**config.mk**
```make
export PLATFORM = sky130hd
export DESIGN_NAME = sorted_priority_queue
export DESIGN_NICKNAME = d
export VERILOG_FILES = /design/src/design/spq_pkg.sv /design/src/design/spq_cell.sv /design/src/design/sorted_priority_queue.sv
export SDC_FILE = /design/constraint.sdc
export NUM_CORES = 1
export LEC_CHECK = 0
export BUFFER_PORTS_ARGS = -buffer_cell sky130_fd_sc_hd__buf_2
export CAP_MARGIN = 20
export CORE_ASPECT_RATIO = 0.7
export CORE_MARGIN = 2
export CORE_UTILIZATION = 45
export DETAILED_ROUTE_END_ITERATION = 10
export PLACE_DENSITY = 0.58
export SYNTH_ARGS = -nofsm -noshare
export SYNTH_HDL_FRONTEND = slang
export SYNTH_SLANG_ARGS = --single-unit
```
**constraint.sdc**
```tcl
create_clock -name clk -period 14.2 [get_ports clk]
set_input_delay 0.71 -clock clk [delete_from_list [all_inputs] [get_ports clk]]
set_output_delay 0.71 -clock clk [all_outputs]
set_load 0.01 [all_outputs]
```
**src/design/spq_pkg.sv**
```systemverilog
// Types, sizes and codes for the sorted priority queue.
package spq_pkg;

	localparam int DEPTH   = 8;
	localparam int DATA_W  = 32;
	localparam int CNT_W   = $clog2(DEPTH + 1);
	localparam int OCNT_W  = 4;
	localparam int STAT_W  = 2;

	localparam logic CMD_INSERT = 1'b0;
	localparam logic CMD_REMOVE = 1'b1;

	localparam logic [STAT_W-1:0] ST_DONE    = 2'd0;
	localparam logic [STAT_W-1:0] ST_FULL    = 2'd1;
	localparam logic [STAT_W-1:0] ST_NOMATCH = 2'd2;

	// Shift enables broadcast to every cell; the key travels on its own.
	typedef struct packed {
		logic ins_en;
		logic rem_en;
	} spq_ctrl_t;

	// Compare results of one cell against the key.
	typedef struct packed {
		logic gt;   // empty or larger than key
		logic ge;   // live and not smaller than key
		logic eq;   // live and equal to key
	} spq_flags_t;

endpackage

```
**src/design/spq_cell.sv**
```systemverilog
// One slot of the sorted list: holds an entry, compares it, shifts with neighbors.
module spq_cell
	import spq_pkg::*;
(
	input  logic                     clk,
	input  spq_ctrl_t                ctrl,
	input  logic signed [DATA_W-1:0] key,
	input  logic                     live,
	input  logic                     left_gt,
	input  logic signed [DATA_W-1:0] left_value,
	input  logic signed [DATA_W-1:0] right_value,
	output spq_flags_t               flags,
	output logic signed [DATA_W-1:0] value,
	output logic signed [DATA_W-1:0] value_nxt
);

	logic signed [DATA_W-1:0] value_q;

	always_comb begin
		flags.gt = !live || (value_q > key);
		flags.ge = live && (value_q >= key);
		flags.eq = live && (value_q == key);
	end

	// Insert: larger entries move right, the boundary cell takes the key.
	// Remove: entries from the match onward move left.
	always_comb begin
		value_nxt = value_q;
		priority if (ctrl.ins_en) begin
			if (flags.gt)
				value_nxt = left_gt ? left_value : key;
		end else if (ctrl.rem_en) begin
			if (flags.ge)
				value_nxt = right_value;
		end
	end

	always_ff @(posedge clk) begin
		value_q <= value_nxt;
	end

	assign value = value_q;

endmodule

```
**src/design/sorted_priority_queue.sv**
```systemverilog
// Sorted priority queue top level: row of compare-and-shift cells plus result register.
//
// Keeps up to DEPTH signed 32-bit entries in ascending order in a row of cells.
// Every cell compares its entry with the incoming value in the same cycle, so an
// insert or a remove-by-value needs no search loop and a new transaction is
// taken every cycle while the result register is free or being drained. The
// result (status, entry count, smallest entry) appears the cycle after the input
// transaction is accepted. The longest path is one 32-bit compare per cell plus
// the OR over the cells' match flags and the shift select. Inserting into a full
// list is dropped with status 1; removing a value that is not held (or from an
// empty list) changes nothing and gives status 2. Equal values keep arrival order
// and a remove takes the oldest of them. No clearing pass is needed after reset:
// only cells below the entry count are ever read.
module sorted_priority_queue
	import spq_pkg::*;
(
	input  logic                     clk,
	input  logic                     arst_n,
	input  logic                     in_valid,
	output logic                     in_ready,
	input  logic                     cmd,
	input  logic signed [DATA_W-1:0] value,
	output logic                     out_valid,
	input  logic                     out_ready,
	output logic [STAT_W-1:0]        status,
	output logic [OCNT_W-1:0]        entry_count,
	output logic                     head_valid,
	output logic signed [DATA_W-1:0] head_value
);

	logic [CNT_W-1:0]         count_q;
	logic [CNT_W-1:0]         count_nxt;
	logic                     out_valid_q;
	logic [STAT_W-1:0]        status_q;
	logic [OCNT_W-1:0]        entry_count_q;
	logic                     head_valid_q;
	logic signed [DATA_W-1:0] head_value_q;

	spq_ctrl_t                ctrl;
	spq_flags_t               flags     [DEPTH];
	logic signed [DATA_W-1:0] cell_val  [DEPTH];
	logic signed [DATA_W-1:0] cell_nxt  [DEPTH];
	logic [DEPTH-1:0]         live;
	logic [DEPTH-1:0]         eq_vec;

	logic                     accept;
	logic                     full;
	logic                     found;
	logic [STAT_W-1:0]        status_nxt;

	// Free output slot or one being taken this cycle lets the next transaction in.
	assign in_ready = !out_valid_q || out_ready;
	assign accept   = in_valid && in_ready;

	assign full  = (count_q == CNT_W'(DEPTH));
	assign found = |eq_vec;

	always_comb begin
		ctrl.ins_en = accept && (cmd == CMD_INSERT) && !full;
		ctrl.rem_en = accept && (cmd == CMD_REMOVE) && found;
	end

	// Cell row. Cell 0 holds the smallest entry; the last cell has no right
	// neighbor and keeps its own value on a remove (it falls out of the live range).
	for (genvar k = 0; k < DEPTH; k++) begin : g_cell
		logic                     l_gt;
		logic signed [DATA_W-1:0] l_val;
		logic signed [DATA_W-1:0] r_val;

		assign live[k]   = (CNT_W'(k) < count_q);
		assign eq_vec[k] = flags[k].eq;

		if (k == 0) begin : g_first
			assign l_gt  = 1'b0;
			assign l_val = cell_val[k];
		end else begin : g_mid
			assign l_gt  = flags[k-1].gt;
			assign l_val = cell_val[k-1];
		end

		if (k == DEPTH - 1) begin : g_last
			assign r_val = cell_val[k];
		end else begin : g_inner
			assign r_val = cell_val[k+1];
		end

		spq_cell u_cell (
			.clk         (clk),
			.ctrl        (ctrl),
			.key         (value),
			.live        (live[k]),
			.left_gt     (l_gt),
			.left_value  (l_val),
			.right_value (r_val),
			.flags       (flags[k]),
			.value       (cell_val[k]),
			.value_nxt   (cell_nxt[k])
		);
	end

	always_comb begin
		count_nxt  = count_q;
		status_nxt = ST_DONE;
		priority if (ctrl.ins_en) begin
			count_nxt = count_q + CNT_W'(1);
		end else if (ctrl.rem_en) begin
			count_nxt = count_q - CNT_W'(1);
		end else if (cmd == CMD_INSERT) begin
			status_nxt = ST_FULL;
		end else begin
			status_nxt = ST_NOMATCH;
		end
	end

	always_ff @(posedge clk or negedge arst_n) begin
		if (!arst_n) begin
			count_q     <= '0;
			out_valid_q <= 1'b0;
		end else begin
			if (accept)
				count_q <= count_nxt;
			if (accept)
				out_valid_q <= 1'b1;
			else if (out_ready)
				out_valid_q <= 1'b0;
		end
	end

	// Result payload, captured from the post-transaction state.
	always_ff @(posedge clk) begin
		if (accept) begin
			status_q      <= status_nxt;
			entry_count_q <= OCNT_W'(count_nxt);
			head_valid_q  <= (count_nxt != '0);
			head_value_q  <= (count_nxt != '0) ? cell_nxt[0] : '0;
		end
	end

	assign out_valid   = out_valid_q;
	assign status      = status_q;
	assign entry_count = entry_count_q;
	assign head_valid  = head_valid_q;
	assign head_value  = head_value_q;

endmodule

```
==> results of run 1 <==
## routing by layer
metal / GRT usage, % / part of all wire [%] / vias to the layer above
li1: - / - / 8399
met4: 6.93 / 2.1 / 0
met1: 52.9 / 47 / 9200
met5: 0 / 0 / -
met3: 9.04 / 13 / 122
met2: 43.8 / 38 / 1070
## worst paths after layout
path,from,end,cells past startpoint,slack (ps)
setup / recovery,value[13],g_cell[3].u_cell.value[20]$_DFFE_PP_,11,8820
hold / removal,arst_n,count_q[0]$_DFFE_PN0P_,1,-0.1
setup reg to reg,g_cell[3].u_cell.value[15]$_DFFE_PP_,g_cell[3].u_cell.value[20]$_DFFE_PP_,9,8990
hold reg to reg,g_cell[0].u_cell.value[3]$_DFF_P_,g_cell[0].u_cell.value[3]$_DFF_P_,2,520
max in group asynchronous,arst_n,out_valid$_DFFE_PN0P_,1,14020
min in group clk,in_valid,out_valid$_DFFE_PN0P_,2,390
## Yosys cell counts (58+ instances only)
master    count  area share (%)
clkbuf_1    112             2.0
a211oi_1     70             2.4
inv_1        58             1.0
nand4_1      72             2.1
mux2i_1     133             6.2
a21oi_1     157             3.7
nand2_1     196             3.4
a21o_1       87             3.0
nor3_1      137             3.2
edfxtp_1    263              37
nor2_1      162             2.8
o21ai_0     146             3.4
ha_1        259              15
## final cells by class
class / instances / area [sq um] / area share, %
diodes: 3 / 7.51 / 0.0319
clock buffers: 49 / 1000 / 4.26
clock inverters: 15 / 139 / 0.591
inverters: 60 / 228 / 0.968
multi-input cells: 1704 / 12100 / 51.3
flip-flops and latches: 300 / 8660 / 36.8
well taps: 612 / 766 / 3.26
repair buffers: 108 / 639 / 2.72
## sequential cells by signal, summed over array words and instances, names as in the netlist
| name | cells |
|---|---|
| head_value | 32 |
| status | 2 |
| g_cell.u_cell.value | 256 |
| count_q | 4 |
| out_valid | 1 |
| head_valid | 1 |
| entry_count | 4 |
## power by group through the flow
stage / combinational [mW] / clock (mW) / sequential, mW
after floorplan: 0.709 / 0 / 1.23
after global placement: 1.01 / 0 / 1.30
after detailed placement: 1.03 / 0 / 1.30
after CTS: 1.03 / 0.948 / 1.28
after global routing: 1.15 / 0.978 / 1.30
final: 1.05 / 0.942 / 1.29
## placed cells by master (no fill, tap or decap), types with 37 or more instances in the layout
cell	instances
nor2_1	161
a21oi_1	155
nand4_1	72
nor3_1	136
edfxtp_1	263
a21o_1	87
ha_1	259
nand2_1	192
nand3_1	50
mux2i_1	132
inv_1	57
clkbuf_16	37
a211oi_1	70
buf_2	77
o21ai_0	144
## critical path, cell delays in order
cell and delay (ps):
buf_2 270, inv_1 240, ha_1 360, nand4_1 230, nor4_2 730, o311ai_0 430
nand4_1 230, o22a_4 830, a21oi_1 250, o22ai_4 690, buf_4 550
## cell families after synthesis
| kind of cell | count (synthesis) | share of synthesized area (%) |
|---|---|---|
| buf+inv | 213 | 4.28 |
| xor+xnor | 4 | 0.163 |
| fa+ha+maj | 259 | 15.1 |
| compound gates | 601 | 17.5 |
| flops | 300 | 40.3 |
| simple gates | 673 | 14.7 |
| mux | 167 | 7.99 |
## per-stage QoR
| step | total power [mW] | area (sq um) |
|---|---|---|
| floorplan | 1.94 | 21500 |
| finish | 3.29 | 23500 |
| global placement | 2.31 | 22300 |
| CTS | 3.26 | 23500 |
| detailed placement | 2.32 | 22300 |
| global route | 3.43 | 23500 |
==> flow_metrics.py, run 1 <==
metrics = {
    "global_routing": {
        "grt_remaining_overflow": 0,
        "antenna_found_initial": 6,
        "grt_use_total_pct": 33.2,
        "grt_pass1_wl_microns": 122000,
        "grt_max_degree": 104,
        "grt_pass1_vias": 17615,
    },
    "timing": {
        "fin_ws_ps": 8820,
        "clock_skew_ps": 32.9,
        "slew_headroom_pct": 22.3,
        "hold_violations": 1,
        "setup_violations": 0,
        "fmax_ghz": 0.186,
        "holdWs_ps": -0.120,
        "fin_tns_setup_ps": 0,
        "finalMaxSlewViolations": 0,
        "tightest_slew_ps": 1160,
        "rsz0062_at_grt": "no",
        "post-route-period-util_pct": 37.9,
        "fin_crit_ps": 5380,
    },
    "clock_network": {
        "cts_tree": "built",
        "cts_root_buffer": "clkbuf_16",
        "post_cts_resized": 0,
        "cts_setup_buffers": 0,
        "insertion_delay_ps": 570,
        "cts_made_buffers": 35,
        "cts_htree_levels": 2,
        "clockBufferDepth": 3,
        "cts.clk_slew.worst_paths_ps": 60,
        "cts_hold_buf": 0,
        "cts_num_sinks": 300,
    },
    "floorplanning": {
        "core_area_sq_um": 46800,
        "die-area_sq_um": 49600,
        "die-height_microns": 187,
        "start_util_pct": 45.9,
        "die_x_microns": 265,
        "ios": 78,
        "rows": 66,
    },
    "critical_path": {
        "required_ps": 14390,
        "crit_arrival_ps": 5570,
        "startpoint_type": "input pin",
        "crit_path_end_kind": "register",
        "criticalPathCategory": "in2reg",
        "critPathMaxFanout": 66,
    },
    "placement": {
        "portBuffers": 77,
        "hpwl_microns": 57600,
        "gp_congestion": 0.973,
        "place_ws_ps": 8570,
        "dp_cells": 2783,
    },
    "power": {
        "p_per_area_nw_per_um2": 140,
        "p_clk_share_pct": 28.7,
        "p_seq_share_pct": 39.3,
        "p_int_mw": 2.06,
        "switchingPower_mw": 1.23,
        "p_sw_share_pct": 37.4,
        "leakagePower_nw": 9.88,
        "combPwrFrac_pct": 32.1,
        "ir_drop_mv": 0.0796,
    },
    "run": {
        "drv_cap": 0,
    },
    "yosys": {
        "ys_seq_area_share_pct": 40.3,
        "synth-seq-cells": 300,
        "syn-cell-area_sq_um": 21500,
        "avgSynthCellArea_sq_um": 9.70,
        "ys.flop_type": "edfxtp_1",
        "yosysUniqueCellTypes": 79,
        "synthCells": 2217,
        "synth_fp_nets": 2513,
        "synth_warnings": 0,
        "synthArstFlopShare_pct": 1.67,
        "synth-edff-count": 263,
    },
    "finish": {
        "post-route-util_pct": 50.2,
        "fillCellCount": 4297,
        "syn2layout_area_growth_pct": 9.38,
        "nets": 2505,
        "finalNonFillerCells": 2851,
        "drive_gt1_share_pct": 10.8,
    },
    "detailed_routing": {
        "drc": 0,
        "first_pass_iters": 6,
        "drtIter0Drc": 2514,
        "vias": 18791,
        "routedWlPerCell_microns": 29.2,
        "wl_microns": 83400,
        "final_antenna_net_count": 0,
        "viasPerCell": 6.59,
    },
    "worst_hold_path": {
        "hold_class": "in2async",
    },
    "run_status": {
        "status": "complete, but fails checks",
        "violations": "hold timing",
    },
}
Note: power is estimated with default switching activity, not from simulation.
==> inputs of run 2 (changes only) <==
Clock period 14.2 ns to 5.11 ns, I/O delays scaled along.
==> run 2 against run 1 <==
Compared with the run above:
- critical endpoint is now head_value[0]$_SDFFCE_PN0P_
- sequential cell count unchanged
- cell area up 1.2%
- via count down 0.89%
- clock skew down 5.9 ps
- final cell count up 1.2%
- sequential power rose to 2.8 times the previous value
- the flow now finishes without violations
- critical path type is now reg2reg
==> flow_metrics.py, run 2 (same netlist as run 1, synthesis figures left out) <==
metrics = {
    "global_routing": {
        "grt_max_degree": 203,
        "grt_pass1_wl_microns": 111000,
        "grt_remaining_overflow": 0,
        "grt_pass1_vias": 17118,
        "antenna_found_initial": 5,
        "grt_use_total_pct": 29.4,
    },
    "clock_network": {
        "clockBufferDepth": 3,
        "cts_made_buffers": 36,
        "insertion_delay_ps": 550,
        "cts_hold_buf": 3,
        "cts_tree": "built",
        "cts_root_buffer": "clkbuf_16",
        "cts.clk_slew.worst_paths_ps": 70,
        "cts_num_sinks": 300,
        "post_cts_resized": 0,
        "cts_htree_levels": 2,
        "cts_setup_buffers": 0,
    },
    "power": {
        "p_int_mw": 5.69,
        "p_per_area_nw_per_um2": 372,
        "combPwrFrac_pct": 31.3,
        "p_seq_share_pct": 40.1,
        "ir_drop_mv": 0.225,
        "switchingPower_mw": 3.16,
        "leakagePower_nw": 10.0,
        "p_clk_share_pct": 28.6,
        "p_sw_share_pct": 35.7,
    },
    "placement": {
        "dp_cells": 2813,
        "gp_congestion": 0.953,
        "portBuffers": 77,
        "hpwl_microns": 55700,
    },
    "detailed_routing": {
        "wl_microns": 74500,
        "viasPerCell": 6.46,
        "routedWlPerCell_microns": 25.8,
        "vias": 18623,
        "final_antenna_net_count": 0,
        "first_pass_iters": 8,
        "drtIter0Drc": 2593,
        "drc": 0,
    },
    "timing": {
        "fin_tns_setup_ps": 0,
        "hold_violations": 0,
        "holdWs_ps": 92.8,
        "finalMaxSlewViolations": 0,
        "post-route-period-util_pct": 82.8,
        "fin_crit_ps": 4230,
        "setup_violations": 0,
        "fmax_ghz": 0.236,
        "rsz0062_at_grt": "no",
        "tightest_slew_ps": 1030,
        "slew_headroom_pct": 31.6,
        "clock_skew_ps": 27.0,
    },
    "run": {
        "drv_cap": 0,
    },
    "floorplanning": {
        "start_util_pct": 45.9,
        "die_x_microns": 265,
        "die-area_sq_um": 49600,
        "rows": 66,
        "core_area_sq_um": 46800,
        "die-height_microns": 187,
        "ios": 78,
    },
    "critical_path": {
        "regToRegStartpoint": "count_q[1]$_DFFE_PN0P_",
        "critPathTopFamily": "compound AO/OA/AOI/OAI gates",
        "criticalPathCategory": "reg2reg",
        "crit_chain": "ha_1 > a21oi_1 > nor4_1 > nand4_1 > o2111ai_2 > o21ai_4 > o211ai_1 > nor3_4 > buf_4 > o21ba_1",
        "crit_start": "count_q[1]$_DFFE_PN0P_",
        "worst-path-buf-inv": 1,
        "critPathSlowestCell": "a21oi_1",
        "crit_path_end_kind": "register",
        "startpoint_type": "register",
        "required_ps": 5420,
        "critPathMaxFanout": 33,
        "crit_arrival_ps": 4540,
        "cpPeakStageDelay_ps": 740,
    },
    "finish": {
        "largest_reg_flops": 256,
        "syn2layout_area_growth_pct": 10.6,
        "finalNonFillerCells": 2884,
        "nets": 2538,
        "fillCellCount": 4274,
        "post-route-util_pct": 50.8,
        "mostFrequentLayoutCell": "edfxtp_1",
        "final_cell_mix": "263 x edfxtp_1, 259 x ha_1, 195 x nand2_1",
        "drive_gt1_share_pct": 11.6,
    },
    "worst_hold_path": {
        "hold_class": "in2async",
    },
    "run_status": {
        "status": "completed",
    },
}
run 2: stage by stage:
step                      setup slack (ps)  power [mW]  instance area [sq um]
after CTS                              991        8.82                  23800
after detailed placement               872        6.29                  22600
after floorplan                        646        5.40                  21500
after global routing                   758        9.28                  23800
after global placement                 941        6.22                  22600
final                                  880        8.85                  23800
run 2: power by group through the flow:
stage                     Combinational [mW]  Sequential, mW  Clock [mW]
after floorplan                         1.97            3.43           0
after global placement                  2.65            3.57           0
after detailed placement                2.73            3.57           0
after CTS                               2.74            3.52        2.56
after global routing                    3.05            3.58        2.65
final                                   2.77            3.55        2.53
run 2: worst paths after layout:
check	end	slack (ps)	cells past startpoint
max in group asynchronous	out_valid$_DFFE_PN0P_	4820	2
min in group clk	status[0]$_SDFFCE_PP0P_	100	2
hold / removal	count_q[2]$_DFFE_PN0P_	90	2
setup / recovery	head_value[0]$_SDFFCE_PN0P_	880	10
setup reg to reg	head_value[0]$_SDFFCE_PN0P_	880	10
hold reg to reg	g_cell[0].u_cell.value[2]$_DFF_P_	530	2
run 2: layer usage:
layer  wire [microns]  share of wire, %  up-vias  GRT usage, %
met2            27900                37     1079          37.3
li1                 -                 -     8462             -
met3             9640                13       90          6.65
met4             1300               1.7        0          6.24
met1            35700                48     8992          49.0
met5                0                 0        -             0
run 2: final cells by class:
type                    instances  area (sq um)  share of cell area (%)
flip-flops and latches        300          8660                    36.4
well taps                     612           766                    3.22
clock inverters                16           118                   0.494
diodes                          5          12.5                  0.0526
repair buffers                140           966                    4.06
inverters                      60           228                   0.957
multi-input cells            1704         12000                    50.6
clock buffers                  47           995                    4.18
